### config.mk
export PLATFORM = sky130hd
export DESIGN_NAME = multi_button_debounce_repeat_top
export DESIGN_NICKNAME = d
export VERILOG_FILES = /design/src/rtl/core/mbd_pkg.sv /design/src/rtl/core/multi_button_debounce_repeat_top.sv /design/src/rtl/core/mbd_lane.sv /design/src/rtl/core/mbd_merge.sv
export SDC_FILE = /design/constraint.sdc
export NUM_CORES = 1
export LEC_CHECK = 0
export ABC_AREA = 1
export BUFFER_PORTS_ARGS = -buffer_cell sky130_fd_sc_hd__buf_2
export CELL_PAD_IN_SITES_DETAIL_PLACEMENT = 1
export CELL_PAD_IN_SITES_GLOBAL_PLACEMENT = 1
export CORE_ASPECT_RATIO = 0.9
export CORE_MARGIN = 5
export CORE_UTILIZATION = 50
export DETAILED_ROUTE_END_ITERATION = 12
export PLACE_DENSITY_LB_ADDON = 0.15
export REMOVE_ABC_BUFFERS = 1
export SLEW_MARGIN = 20
export SYNTH_ARGS = -nofsm -noshare
export SYNTH_HDL_FRONTEND = slang
export SYNTH_HIERARCHICAL = 1
export SYNTH_SLANG_ARGS = --single-unit
### constraint.sdc
create_clock -name clk -period 11.7 [get_ports clk]
set_input_delay 1.17 -clock clk [delete_from_list [all_inputs] [get_ports clk]]
set_output_delay 1.17 -clock clk [all_outputs]
set_load 0.005 [all_outputs]
### src/rtl/core/mbd_pkg.sv
// shared types, constants and register codes for the multi-button debouncer
package mbd_pkg;

  localparam int unsigned NUM_BUTTONS_DEF = 10;
  localparam int unsigned LEVEL_W         = 10;
  localparam int unsigned TIMER_W         = 8;
  localparam int unsigned IN_TDATA_W      = 16;
  localparam int unsigned OUT_TDATA_W     = 16;
  localparam int unsigned CFG_IDX_W       = 2;

  typedef logic [TIMER_W-1:0] timer_t;

  typedef enum logic [CFG_IDX_W-1:0] {
    CFG_SETTLE_TICKS  = 2'd0,
    CFG_REPEAT_PERIOD = 2'd1,
    CFG_RELEASE_LIMIT = 2'd2
  } cfg_idx_t;

  localparam timer_t SETTLE_RST  = 8'd5;
  localparam timer_t PERIOD_RST  = 8'd75;
  localparam timer_t LIMIT_RST   = 8'd250;

  typedef struct packed {
    timer_t settle_ticks;
    timer_t repeat_period;
    timer_t release_limit;
  } cfg_t;

endpackage

### src/rtl/core/multi_button_debounce_repeat_top.sv
// top level of the multi-button debouncer with auto-repeat
// an accepted tick's result is registered and appears on out_tdata in the next cycle
// throughput: one tick per cycle while the result slot is free or being taken; all button lanes update side by side
// the single result register refills in the cycle it is taken, so ticks flow back to back
// reset (rst_n low, synchronous): levels released, timers zero, registers 5 / 75 / 250
module multi_button_debounce_repeat_top #(
  parameter int unsigned NUM_BUTTONS = mbd_pkg::NUM_BUTTONS_DEF
) (
  input  logic                                clk,
  input  logic                                rst_n,
  // input stream: [9:0] button_levels, rest zero
  input  logic                                in_tvalid,
  output logic                                in_tready,
  input  logic [mbd_pkg::IN_TDATA_W-1:0]      in_tdata,
  // result stream: [9:0] press_events, [10] any_press, rest zero
  output logic                                out_tvalid,
  input  logic                                out_tready,
  output logic [mbd_pkg::OUT_TDATA_W-1:0]     out_tdata,
  // configuration write channel
  input  logic                                cfg_valid,
  output logic                                cfg_ready,
  input  logic [mbd_pkg::CFG_IDX_W-1:0]       cfg_index,
  input  logic [mbd_pkg::TIMER_W-1:0]         cfg_data
);
  import mbd_pkg::*;

  cfg_t                   cfg_r, cfg_nxt;
  logic                   in_xfer;
  logic                   out_xfer;
  logic [NUM_BUTTONS-1:0] fires;

  // configuration always taken; unknown indexes are dropped
  assign cfg_ready = 1'b1;

  always_comb begin
    cfg_nxt = cfg_r;
    if (cfg_valid) begin
      case (cfg_idx_t'(cfg_index))
        CFG_SETTLE_TICKS:  cfg_nxt.settle_ticks  = cfg_data;
        CFG_REPEAT_PERIOD: cfg_nxt.repeat_period = cfg_data;
        CFG_RELEASE_LIMIT: cfg_nxt.release_limit = cfg_data;
        default:           cfg_nxt = cfg_r;
      endcase
    end
  end

  always_ff @(posedge clk) begin
    if (!rst_n) begin
      cfg_r <= '{settle_ticks: SETTLE_RST, repeat_period: PERIOD_RST,
                 release_limit: LIMIT_RST};
    end else begin
      cfg_r <= cfg_nxt;
    end
  end

  // a new tick is taken whenever the result slot is free or being emptied
  assign in_tready = !out_tvalid || out_tready;
  assign in_xfer   = in_tvalid && in_tready;
  assign out_xfer  = out_tvalid && out_tready;

  // one lane per button; buttons past the field width see a released level
  for (genvar i = 0; i < NUM_BUTTONS; i++) begin : g_lane
    logic lvl;
    if (i < LEVEL_W) begin : g_in
      assign lvl = in_tdata[i];
    end else begin : g_none
      assign lvl = 1'b0;
    end
    mbd_lane u_lane (
      .clk   (clk),
      .rst_n (rst_n),
      .step  (in_xfer),
      .level (lvl),
      .cfg   (cfg_r),
      .fire  (fires[i])
    );
  end

  mbd_merge #(.NUM_BUTTONS(NUM_BUTTONS)) u_merge (
    .clk   (clk),
    .rst_n (rst_n),
    .load  (in_xfer),
    .drain (out_xfer),
    .fires (fires),
    .valid (out_tvalid),
    .data  (out_tdata)
  );

  // every accepted tick leaves a result waiting in the next cycle
  a_tick_gives_result: assert property (@(posedge clk) disable iff (!rst_n)
    in_xfer |=> out_tvalid)
    else $error("accepted tick produced no result");

  // any flag agrees with the event mask
  a_any_matches: assert property (@(posedge clk) disable iff (!rst_n)
    out_tvalid |-> (out_tdata[LEVEL_W] == (|out_tdata[LEVEL_W-1:0])))
    else $error("any_press disagrees with press_events");

  // a held result that is not taken and not replaced stays put
  a_no_silent_drop: assert property (@(posedge clk) disable iff (!rst_n)
    (out_tvalid && !out_tready) |=> out_tvalid)
    else $error("result dropped while stalled");

  // padding bits stay clear
  a_pad_zero: assert property (@(posedge clk) disable iff (!rst_n)
    out_tvalid |-> (out_tdata[OUT_TDATA_W-1:LEVEL_W+1] == '0))
    else $error("result padding not zero");

endmodule

### src/rtl/core/mbd_lane.sv
// one button lane: previous level, press timer, release timer and fire check
module mbd_lane (
  input  logic          clk,
  input  logic          rst_n,
  input  logic          step,
  input  logic          level,
  input  mbd_pkg::cfg_t cfg,
  output logic          fire
);
  import mbd_pkg::*;

  logic   last_r, last_nxt;
  timer_t pt_r, pt_nxt;
  timer_t rt_r, rt_nxt;
  timer_t pt_mid, rt_mid, pt_inc;

  always_comb begin
    // restarts look at the timers as they stood at the start of the tick
    rt_mid = (!level && last_r && (pt_r > cfg.settle_ticks)) ? '0 : rt_r;
    pt_mid = (level && !last_r && (rt_r > cfg.settle_ticks)) ? '0 : pt_r;
    fire   = level && (pt_mid == cfg.settle_ticks) && (rt_mid > cfg.settle_ticks);
    pt_inc = pt_mid + timer_t'(1);
    pt_nxt = (pt_inc == cfg.repeat_period) ? '0 : pt_inc;
    rt_nxt = (rt_mid < cfg.release_limit) ? rt_mid + timer_t'(1) : rt_mid;
    last_nxt = level;
  end

  always_ff @(posedge clk) begin
    if (!rst_n) begin
      last_r <= 1'b0;
      pt_r   <= '0;
      rt_r   <= '0;
    end else if (step) begin
      last_r <= last_nxt;
      pt_r   <= pt_nxt;
      rt_r   <= rt_nxt;
    end
  end

endmodule

### src/rtl/core/mbd_merge.sv
// merges lane fire bits into the event mask and any flag, holds the result register
module mbd_merge #(
  parameter int unsigned NUM_BUTTONS = mbd_pkg::NUM_BUTTONS_DEF
) (
  input  logic                               clk,
  input  logic                               rst_n,
  input  logic                               load,
  input  logic                               drain,
  input  logic [NUM_BUTTONS-1:0]             fires,
  output logic                               valid,
  output logic [mbd_pkg::OUT_TDATA_W-1:0]    data
);
  import mbd_pkg::*;

  logic [LEVEL_W-1:0]     events;
  logic                   valid_r, valid_nxt;
  logic [OUT_TDATA_W-1:0] data_r, data_nxt;

  // lanes past the field width never reach the mask
  for (genvar j = 0; j < LEVEL_W; j++) begin : g_mask
    if (j < NUM_BUTTONS) begin : g_on
      assign events[j] = fires[j];
    end else begin : g_off
      assign events[j] = 1'b0;
    end
  end

  always_comb begin
    valid_nxt = load ? 1'b1 : (drain ? 1'b0 : valid_r);
    data_nxt  = load ? {{(OUT_TDATA_W-LEVEL_W-1){1'b0}}, |events, events} : data_r;
  end

  always_ff @(posedge clk) begin
    if (!rst_n) begin
      valid_r <= 1'b0;
    end else begin
      valid_r <= valid_nxt;
    end
  end

  always_ff @(posedge clk) begin
    data_r <= data_nxt;
  end

  assign valid = valid_r;
  assign data  = data_r;

endmodule
# Word-level counts from Yosys, hierarchy flattened
# Index checks and enable logic that the tools add are counted.
op_classes:
  add_sub_neg: 20
  magnitude_cmp: 40
  eq_ne: 22
  n_mux: 42
  reduce_logical: 90
ops:
  columns: ["operator", "count"]
  rows:
  - ["2-to-1 mux 8 bit", 40]
  - ["greater-than comparator 8 bit", 30]
  - ["adder 8 x 1 -> 8 bit (second input constant)", 20]
  - ["equality test 8 bit", 20]
  - ["less-than comparator 8 bit", 10]
  - ["logical AND 1 bit", 62]
  - ["zero test 1 bit", 21]
  - ["OR reduction 10 bit", 1]
  - ["AND reduction 2 bit", 3]
  - ["equality test 2 x 1 -> 1 bit (second input constant)", 1]
  - ["equality test 2 bit (second input constant)", 1]
  - ["zero test 2 bit", 1]
  - ["2-to-1 mux 1 bit", 2]
  - ["nonzero test 2 bit", 1]
  - ["logical OR 1 bit", 1]
totals:
  register_bits: 206
  inputBits: 31
  wordCells: 249

# Logic depth before layout (Yosys ltp)
# Gate-level depths: netlist of the first run.
depth:
  depth_word: 8
  ltp_mapped: 23
  mapped_depth_nobuf: 23

# Modules after synthesis
# Netlist of the first run, hierarchy kept.
modules_own_cells:
  columns: ["mod", "instances", "cells_each", "area_each_um2", "seq_area_each_um2"]
  rows:
  - ["mbd_lane (g_lane[4].u_lane ...)", 4, 355, 2167.1, 340.3]
  - ["mbd_lane (g_lane[0].u_lane ...)", 3, 343, 2095.8, 340.3]
  - ["mbd_lane (g_lane[1].u_lane)", 1, 357, 2202.1, 340.3]
  - ["mbd_lane (g_lane[3].u_lane)", 1, 355, 2165.8, 340.3]
  - ["mbd_lane (g_lane[9].u_lane)", 1, 358, 2104.5, 340.3]
  - ["multi_button_debounce_repeat_top", 1, 141, 1044.8, 480.5]
  - ["mbd_merge", 1, 31, 446.7, 350.3]

# Worst setup path before layout of the first run
# OpenSTA, ideal clock, no wires.
synth_path:
  path_type: "input to register"
  start: "input port out_tready"
  end: "register g_lane[0].u_lane.pt_r[0]"
  setup_time_ps: 132
  arrival_ps: 4907
  required_ps: 11568
  slack_ps: 6661
  path_stages: 7
  n_path_buf: 2
  path_cell_list: "inv_1 a21boi_0 inv_1 clkbuf_1 clkbuf_1 nand2_1 a21oi_1"
synth_between:
  elab_chain_len: 2
synth_rtl:
  columns: ["item", "line_no", "rtl"]
  rows:
  - ["from (decl)", "multi_button_debounce_repeat_top.sv:17", "input logic out_tready,"]
  - ["logical OR 1 bit", "multi_button_debounce_repeat_top.sv:57", "assign in_tready = !out_tvalid || out_tready;"]
  - ["logical AND 1 bit", "multi_button_debounce_repeat_top.sv:58", "assign in_xfer = in_tvalid && in_tready;"]
  - ["net in_xfer", "multi_button_debounce_repeat_top.sv:28", "logic in_xfer;"]
  - ["to (signal assigned)", "mbd_lane.sv:35", "pt_r <= pt_nxt;"]
  - ["to (decl)", "mbd_lane.sv:13", "timer_t pt_r, pt_nxt;"]
# The timed path passes the listed nets, and every way through them passes these cells.
# A chain may end at the register's enable or synchronous reset.

# Final worst setup path of the first run
layout_path:
  start: "register cfg_r[23] in the netlist's numbering"
  end: "register u_merge.data_r[10] (netlist: u_merge/data[10]), data pin"
layout_between:
  elab_chain_len: 7
  word_cells_on_any_way: 101
layout_rtl:
  columns: ["item", "line_no", "rtl"]
  rows:
  - ["from (decl)", "multi_button_debounce_repeat_top.sv:27", "cfg_t cfg_r, cfg_nxt;"]
  - ["from (signal assigned)", "multi_button_debounce_repeat_top.sv:49", "cfg_r <= '{settle_ticks: SETTLE_RST, repeat_period: PERIOD_RST,"]
  - ["from (signal assigned)", "multi_button_debounce_repeat_top.sv:52", "cfg_r <= cfg_nxt;"]
  - ["branches (longest 5 deep; another with greater-than comparator 8 bit)", null, null]
  - ["logical AND 1 bit (*)", "mbd_lane.sv:21", "fire = level && (pt_mid == cfg.settle_ticks) && (rt_mid > cfg.settle_ticks);"]
  - ["net fires[6]", "multi_button_debounce_repeat_top.sv:30", "logic [NUM_BUTTONS-1:0] fires;"]
  - ["OR reduction 10 bit (*)", "mbd_merge.sv:30", "data_nxt = load ? {{(OUT_TDATA_W-LEVEL_W-1){1'b0}}, |events, events} : data_r;"]
  - ["to (signal assigned)", "mbd_merge.sv:42", "data_r <= data_nxt;"]
  - ["to (decl)", "mbd_merge.sv:17", "logic [OUT_TDATA_W-1:0] data_r, data_nxt;"]
# Mark *: on every way through the listed nets, which the timed path passes.

==> qor.yml, run 1 <==
run_status:
  outcome: "finished clean"
floorplan:
  core_um2: 45400
  boundaryPins: 50
  fp.dieH_um: 213
  die_w_um: 236
  rows: 74
  die-area_um2: 50200
  start_util_pct: 50.5
power:
  p_per_area_nw_per_um2: 86.4
  p_leak_nw: 13.4
  vdd_ir_drop_max_mv: 0.100
sta:
  drv_slew: 0
  worst_hold_slack_ns: 0.491
  finalSetupViolCount: 0
  finalCriticalPeriod_ns: 4.75
  rsz0062_at_grt: "no"
  finClkSkew_ns: 0.0141
  fin_setup_tns_ns: 0
  max_slew_margin_pct: 19.8
  hold_viol_final: 0
  fmax_ghz: 0.210
  worst_pin_slew_ns: 1.20
  layout_worst_path_cycle_share_pct: 40.6
  finalWorstSetupSlack_ns: 6.95
placed_design:
  gp_congestion: 0.894
  io_buffers: 37
  dpl_cell_area_um2: 23600
  pre_cts_ws_ns: 7.08
  dp_hpwl_um: 59100
finish:
  n_fill_cell: 6400
  final_common_cell: "nand2_1"
  diodes: 0
  area_growth_syn_to_layout_pct: 7.49
  design_area_um2: 24600
  mostFrequentLayoutCells: "1,152 x nand2_1, 561 x inv_1, 377 x nor2_1"
  drive_gt1_share_pct: 8.48
  finalNetCount: 4069
global_routing:
  antenna_found_initial: 2
  grt_max_degree: 111
  grt_overflow: 0
  first_global_vias: 25800
  grt_use_total_pct: 31.3
  grt_pass1_wl_um: 130000
critical_path:
  worstSetupEndpointType: "register"
  cp_max_fo: 11
  startpoint_type: "register"
  rr_startpoint: "cfg_r[23]"
  cp_common_cell: "nand2_1"
  crit_type: "register to register"
  r2r_slack_ns: 6.95
  crit_path_max_incr_delay_ns: 0.90
  crit_chain: "buf_4 > inv_1 > ha_1 > nand2_1 > nor2_1 > nand2_1 > nand2_1 > nand2_2 > nand2_1 > inv_1 > ha_1 > nand2_1 > o21ai_0 > nand2_1 > a32oi_1 > nand4_1 > nor3_1 > nor2_1 > nand2_1 > nor2_1 > nand2_1"
  required_ns: 12.16
  critPathSlowestCell: "dfxtp_1"
  r2r-end: "u_merge/data[10]"
  reg2reg_depth: 21
  crit_arrival_ns: 5.21
logic_synthesis:
  synth_cell_types: 53
  synth_area_leaders: "nand2_1 19%, ha_1 17%, dfxtp_1 17%"
  yosysWarnings: 6
  synth_cells: 3691
  synth_area_um2: 22900
  syn_area_per_cell_um2: 6.21
  yosysSeqAreaShare_pct: 18.5
  ys.flop_type: "dfxtp_1"
  yosys.area.top_type_share_pct: 18.9
  synth_largest_area_cell: "nand2_1"
  synth-seq-cells: 206
  synthArstFlopShare_pct: 0
  synth-edff-count: 11
clock_tree:
  htreeDepth: 1
  cts-root-buf: "clkbuf_16"
  cts_tree: "done"
  cts_setup_buffers: 0
  clockBufferDepth: 3
  cts_hold_buffers: 0
  worstSkewPairLatency_ns: 0.59
  cts_buffers: 29
  clock_sinks: 206
  clk_pin_slew_ns: 0.05
  cts_resized: 0
run:
  maxCapViolCount: 0
route:
  drc: 0
  routed_wl_um: 81300
  drtIter0Drc: 1342
  vias: 24600
  wire_per_inst_um: 18.7
  firstDrtPassIters: 5
  via_per_inst: 5.66
  ant_nets: 0
min_path:
  min_from: "g_lane[0].u_lane/rt_r[6]"
  min_path_type: "register to register"
  hold_end: "g_lane[0].u_lane/rt_r[6]"
  hold_path_depth: 2
cells in the mapped netlist, types with 10 or more instances:
| master | instances |
|---|---|
| nand2_1 | 1152 |
| inv_1 | 561 |
| nor2_1 | 377 |
| ha_1 | 320 |
| a21oi_1 | 273 |
| dfxtp_1 | 195 |
| nand3_1 | 185 |
| o21ai_0 | 66 |
| nand2_2 | 65 |
| nand4_1 | 59 |
| xor2_1 | 53 |
| nand3b_1 | 38 |
| nor2_2 | 38 |
| clkbuf_1 | 37 |
| nand3_2 | 30 |
| nor3_1 | 23 |
| a211oi_1 | 19 |
| o22ai_1 | 17 |
| nand3_4 | 12 |
| nor2_4 | 12 |
| o2111ai_1 | 12 |
| edfxtp_1 | 11 |
| a21o_1 | 10 |
stage by stage:
stage	util (%)	instances	power (W)
after detailed placement	52.1	4295	0.00120
after global routing	54.3	4348	0.00224
after global placement	52.1	4295	0.00117
final	54.3	4348	0.00213
after floorplan	-	3634	0.00105
after CTS	54.2	4348	0.00215
final cells by class:
cell class	count	area [µm²]	area share [%]
clock buffers	44	883	3.59
clock inverters	9	105	0.427
inverters	569	2140	8.67
multi-input cells	2859	16200	65.7
flip-flops and latches	206	4240	17.2
well taps	608	761	3.09
repair buffers	53	318	1.29
logic make-up after synthesis:
family / Yosys count / share of synthesized area [%]
fa+ha+maj: 320 / 17.5
other cells: 2 / 0.0328
compound gates: 453 / 11.3
buf+inv: 630 / 11.1
flops: 206 / 18.5
simple gates: 2023 / 39.4
xor+xnor: 57 / 2.21
power breakdown:
part,internal [W],total [W],switching [W]
Combinational,0.000136,0.000414,0.000278
Clock,0.000561,0.000934,0.000373
Sequential,0.000730,0.000782,0.0000516
flip-flops by register name, summed over array words and instances, names as in the netlist:
name                  count
u_merge/valid             1
g_lane.u_lane/last_r     10
cfg_r                    24
g_lane.u_lane/pt_r       80
g_lane.u_lane/rt_r       80
u_merge/data             11
worst max-delay path: cells and delay by family, from the launching register on:
family,cells,cell delay (ns)
simple gates,14,2.08
flops,1,0.90
fa+ha+maj,2,0.64
buf+inv,3,0.55
compound gates,2,0.43
worst max path at each step:
stage	from	end	slack [ns]	depth (start not counted)
after detailed placement	cfg_r[23]	u_merge/data[10]	7.08	22
after global routing	cfg_r[23]	u_merge/data[10]	6.75	22
final	cfg_r[23]	u_merge/data[10]	6.95	21
after global placement	cfg_r[23]	u_merge/data[10]	7.16	22
after floorplan	out_tready	g_lane[0].u_lane/rt_r[2]	1.81	8
after CTS	cfg_r[23]	u_merge/data[10]	7.07	21
layer usage:
layer | global-route usage [%] | wire, µm | share of wire, % | up-vias
li1 | - | - | - | 11900
met1 | 38.1 | 34500 | 42 | 11900
met2 | 56.2 | 39100 | 48 | 596
met3 | 4.06 | 3990 | 4.9 | 200
met4 | 13.1 | 3670 | 4.5 | 4
met5 | 0 | 22 | 0.027 | -
Note: power is estimated with default switching activity, not from simulation.
==> inputs of run 2 (changes only) <==
- CORE_UTILIZATION: 50 -> 42
- clock period: 11.7 -> 4.3 ns (I/O delays scaled with it)
==> run 2 against run 1 <==
Via count down 1.6%. Cell area is 2.2% higher. Critical path depth increased by 3. Register-to-register slack got worse by 6.6 ns. Cell count up 3.2%. Maximum frequency up 21%. Non-clock buffer count grew 42. Total power grew to 2.8 times the previous value.
==> qor.yml, run 2 (synthesis gave the netlist of run 1 again) <==
route:
  drtIter0Drc: 1191
  vias: 24200
  via_per_inst: 5.39
  wire_per_inst_um: 17.9
  firstDrtPassIters: 5
  drc: 0
  ant_nets: 0
  routed_wl_um: 80500
clock_tree:
  worstSkewPairLatency_ns: 0.60
  clock_sinks: 206
  clockBufferDepth: 3
  htreeDepth: 1
  cts_hold_buffers: 0
  cts_tree: "done"
  cts_resized: 0
  cts-root-buf: "clkbuf_16"
  cts_setup_buffers: 0
  cts_buffers: 29
  clk_pin_slew_ns: 0.06
floorplan:
  core_um2: 54200
  rows: 81
  die_w_um: 256
  start_util_pct: 42.3
  die-area_um2: 59300
  fp.dieH_um: 232
  boundaryPins: 50
critical_path:
  crit_family: "simple AND/OR/NAND/NOR gates"
  crit_type: "register to register"
  crit_chain: "buf_12 > inv_1 > ha_1 > a21oi_1 > o21ai_0 > nand2_1 > nand2_1 > nand2_2 > inv_1 > nor2_1 > ha_1 > a21oi_1 > o21ai_0 > nand2_1 > o211ai_1 > o2111ai_1 > nor2_1 > nand3_1 > nor4_1 > buf_4 > nor2_1 > nand2_1 > nor2_1 > nand2_1"
  crit_arrival_ns: 4.28
  crit_buf_inv: 4
  cp_common_cell: "nand2_1"
  worstSetupEndpointType: "register"
  required_ns: 4.65
  critPathSlowestCell: "dfxtp_2"
  startpoint_type: "register"
  cp_max_fo: 16
  crit_path_max_incr_delay_ns: 0.62
sta:
  finalCriticalPeriod_ns: 3.92
  worst_hold_slack_ns: 0.127
  rsz0062_at_grt: "no"
  worst_pin_slew_ns: 1.19
  finalSetupViolCount: 0
  hold_viol_final: 0
  drv_slew: 0
  max_slew_margin_pct: 20.8
  layout_worst_path_cycle_share_pct: 91.3
  fmax_ghz: 0.255
  finClkSkew_ns: 0.0234
global_routing:
  grt_max_degree: 45
  grt_pass1_wl_um: 130000
  grt_overflow: 0
  grt_use_total_pct: 26.3
  antenna_found_initial: 1
  first_global_vias: 25100
finish:
  top_regs: "g_lane.u_lane/pt_r x80, g_lane.u_lane/rt_r x80, cfg_r x24"
  final_common_cell: "nand2_1"
  mostFrequentLayoutCells: "1,152 x nand2_1, 561 x inv_1, 377 x nor2_1"
  finalNetCount: 4111
  drive_gt1_share_pct: 9.44
  post_layout_nonfiller_instances: 4489
  area_growth_syn_to_layout_pct: 9.83
power:
  vdd_ir_drop_max_mv: 0.316
  p_leak_nw: 13.7
  p_per_area_nw_per_um2: 237
placed_design:
  placedCellCount: 4434
  dp_hpwl_um: 61600
  gp_congestion: 0.879
  io_buffers: 37
run_status:
  outcome: "finished clean"
min_path:
  min_path_type: "input port to register"
run:
  maxCapViolCount: 0
-- run 2: routing by layer --
| metal | global-route usage [%] | up-vias | wire, µm |
|---|---|---|---|
| met4 | 6.53 | 0 | 2330 |
| li1 | - | 12000 | - |
| met3 | 3.12 | 114 | 2990 |
| met1 | 32.7 | 11700 | 35800 |
| met5 | 0 | - | 0 |
| met2 | 48.4 | 331 | 39400 |
-- run 2: worst min-delay path, stage by stage --
cell	delay, ns
buf_2	0.12
nor2_1	0.05
nor2_1	0.09
-- run 2: final timing paths --
kind	end	start	slack, ns	depth (start not counted)
setup reg to reg	u_merge/data[10]	cfg_r[19]	0.38	24
hold reg to reg	g_lane[1].u_lane/rt_r[0]	g_lane[1].u_lane/rt_r[0]	0.49	2
setup / recovery	u_merge/data[10]	cfg_r[19]	0.38	24
hold / removal	cfg_r[15]	cfg_data[7]	0.13	3
-- run 2: report_power, final --
part / leakage [nW] / internal (W) / switching (W) / total (W)
registers: 1.69 / 0.00199 / 0.000128 / 0.00211
clock network: 0.509 / 0.00164 / 0.00105 / 0.00269
logic: 11.5 / 0.000396 / 0.000755 / 0.00115
total: 13.7 / 0.00403 / 0.00193 / 0.00596
-- run 2: layout make-up --
type	count	area, µm²
Clock buffer	37	818
Antenna cell	1	2.50
Timing Repair Buffer	95	698
Sequential cell	206	4240
Inverter	569	2140
Fill cell	7415	29000
Clock inverter	17	226
Tap cell	705	882
Multi-Input combinational cell	2859	16200
-- run 2: through the flow --
stage | power (W) | setup TNS, ns | util [%] | setup slack (ns) | area, µm²
finish | 0.00596 | 0 | 46.4 | 0.376 | 25200
global route | 0.00626 | 0 | 46.4 | 0.0721 | 25200
CTS | 0.00604 | 0 | 46.4 | 0.342 | 25200
detailed placement | 0.00330 | 0 | 44.5 | 0.382 | 24100
global placement | 0.00322 | 0 | 44.5 | 0.472 | 24100
floorplan | 0.00286 | -771.95 | - | -4.85 | 22500
==> inputs of run 3 (changes only) <==
- CORE_UTILIZATION: 42 -> 46
- clock period: 4.3 -> 4.25 ns (I/O delays scaled with it)
==> run 3 against run 2 <==
Count of clock-buffer cells in the layout is the same. Cell count shrank 0.62%. Sequential share of layout area grew 0.14 points.
==> qor.yml, run 3 (synthesis gave the netlist of run 1 again) <==
run_status:
  outcome: "finished clean"
finish:
  final_common_cell: "nand2_1"
  design_area_um2: 25000
  area_growth_syn_to_layout_pct: 9.02
  top_regs: "g_lane.u_lane/pt_r x80, g_lane.u_lane/rt_r x80, cfg_r x24"
  n_fill_cell: 6806
  drive_gt1_share_pct: 9.46
  fin_util_pct: 50.8
  mostFrequentLayoutCells: "1,152 x nand2_1, 561 x inv_1, 377 x nor2_1"
  finalNetCount: 4113
clock_tree:
  cts_tree: "done"
  clockBufferDepth: 3
  cts_buffers: 29
  cts-root-buf: "clkbuf_16"
  worstSkewPairLatency_ns: 0.60
  clock_sinks: 206
  clk_pin_slew_ns: 0.06
  cts_hold_buffers: 0
  htreeDepth: 1
floorplan:
  boundaryPins: 50
  rows: 77
  fp.dieH_um: 222
  die-area_um2: 54400
  core_um2: 49200
  start_util_pct: 46.6
  die_w_um: 245
route:
  drc: 0
  routed_wl_um: 82900
  drtIter0Drc: 1208
  via_per_inst: 5.50
  wire_per_inst_um: 18.6
  firstDrtPassIters: 5
  vias: 24600
  ant_nets: 0
critical_path:
  cp_max_fo: 10
  startpoint_type: "register"
  r2r-end: "u_merge/data[10]"
  crit_chain: "buf_4 > inv_1 > ha_1 > a21oi_1 > o21ai_1 > nand2_1 > nand2_1 > nand2_2 > inv_1 > nor2_1 > ha_1 > a21oi_1 > o21ai_0 > nand2_1 > o211ai_1 > nand3_1 > a21oi_1 > o2111ai_1 > nor2_1 > nor2_1 > and2_0 > nand2_1"
  crit_path_max_incr_delay_ns: 0.58
  crit_type: "register to register"
  critPathSlowestCell: "dfxtp_2"
  reg2reg_depth: 22
  required_ns: 4.59
  crit_family: "simple AND/OR/NAND/NOR gates"
  worstSetupEndpointType: "register"
  r2r_slack_ns: 0.21
  crit_buf_inv: 3
  rr_startpoint: "cfg_r[17]"
  crit_arrival_ns: 4.38
  cp_common_cell: "nand2_1"
placed_design:
  dpl_cell_area_um2: 24000
  io_buffers: 37
  dp_hpwl_um: 62700
  gp_congestion: 0.885
power:
  p_leak_nw: 13.6
  p_per_area_nw_per_um2: 230
  vdd_ir_drop_max_mv: 0.285
min_path:
  hold_end: "cfg_r[0]"
  hold_path_depth: 3
  min_path_type: "input port to register"
  min_from: "cfg_data[0]"
sta:
  worst_pin_slew_ns: 1.17
  hold_viol_final: 0
  layout_worst_path_cycle_share_pct: 95.2
  finalCriticalPeriod_ns: 4.04
  finalSetupViolCount: 0
  finClkSkew_ns: 0.0327
  rsz0062_at_grt: "no"
  drv_slew: 0
  max_slew_margin_pct: 21.7
  fmax_ghz: 0.247
global_routing:
  grt_util_met3_pct: 3.95
  grt_overflow: 0
  grtUsageMet1_pct: 37.4
  grt_busiest_layer: "met2"
  grt_pass1_wl_um: 133000
  antenna_found_initial: 6
  grt_use_total_pct: 29.4
  gr-usage-met2_pct: 51.5
  grt_max_degree: 51
  first_global_vias: 25700
run:
  maxCapViolCount: 0
run 3: where the power goes:
part | internal [W] | switching [W] | leakage [nW]
Combinational | 0.000397 | 0.000779 | 11.5
Sequential | 0.00201 | 0.000137 | 1.69
Clock | 0.00138 | 0.00106 | 0.437
Total | 0.00378 | 0.00197 | 13.6
run 3: layout make-up:
type	instances	area, µm²	area share (%)
clock buffers	37	796	3.18
inverters	569	2140	8.55
well taps	671	840	3.36
repair buffers	97	663	2.65
diodes	6	15.0	0.0601
clock inverters	16	121	0.486
multi-input cells	2859	16200	64.7
flip-flops and latches	206	4250	17.0
run 3: worst max-delay path by stage:
| stage | startpoint | to | slack [ns] | depth (start not counted) |
|---|---|---|---|---|
| finish | cfg_r[17] | u_merge/data[10] | 0.21 | 22 |
| global route | cfg_r[16] | u_merge/data[10] | 0.003 | 21 |
| CTS | cfg_r[19] | u_merge/data[10] | 0.12 | 22 |
| detailed placement | cfg_r[19] | u_merge/data[10] | 0.13 | 20 |
| global placement | cfg_r[19] | u_merge/data[10] | 0.21 | 22 |
| floorplan | out_tready | g_lane[0].u_lane/rt_r[2] | -4.90 | 8 |
run 3: per-stage QoR:
| step | std cells | hold slack (ns) | power, W | setup WS [ns] | setup TNS, ns |
|---|---|---|---|---|---|
| final | 4461 | 0.114 | 0.00576 | 0.206 | 0 |
| after global routing | 4457 | 0.121 | 0.00606 | 0.00292 | 0 |
| after CTS | 4455 | 0.0947 | 0.00581 | 0.116 | 0 |
| after detailed placement | 4402 | 0.478 | 0.00335 | 0.129 | 0 |
| after global placement | 4402 | 0.472 | 0.00326 | 0.206 | 0 |
| after floorplan | 3634 | 0.455 | 0.00290 | -4.90 | -780.14 |
run 3: tightest hold or removal path: stages:
cell	delay (ns)
buf_2	0.12
nor2_1	0.05
nor2_1	0.08
run 3: what timing repair did:
| action | CTS | global route |
|---|---|---|
| endpoints found under the setup margin | 0 | 9 |
| buffers inserted | 0 | 0 |
| gates resized for setup | 0 | 2 |
run 3: layer usage:
metal,wire (µm),vias up,part of all wire (%)
met5,13,-,0.016
met4,2820,2,3.4
met3,3820,145,4.6
met2,39700,446,48
met1,36500,11900,44
li1,-,12000,-
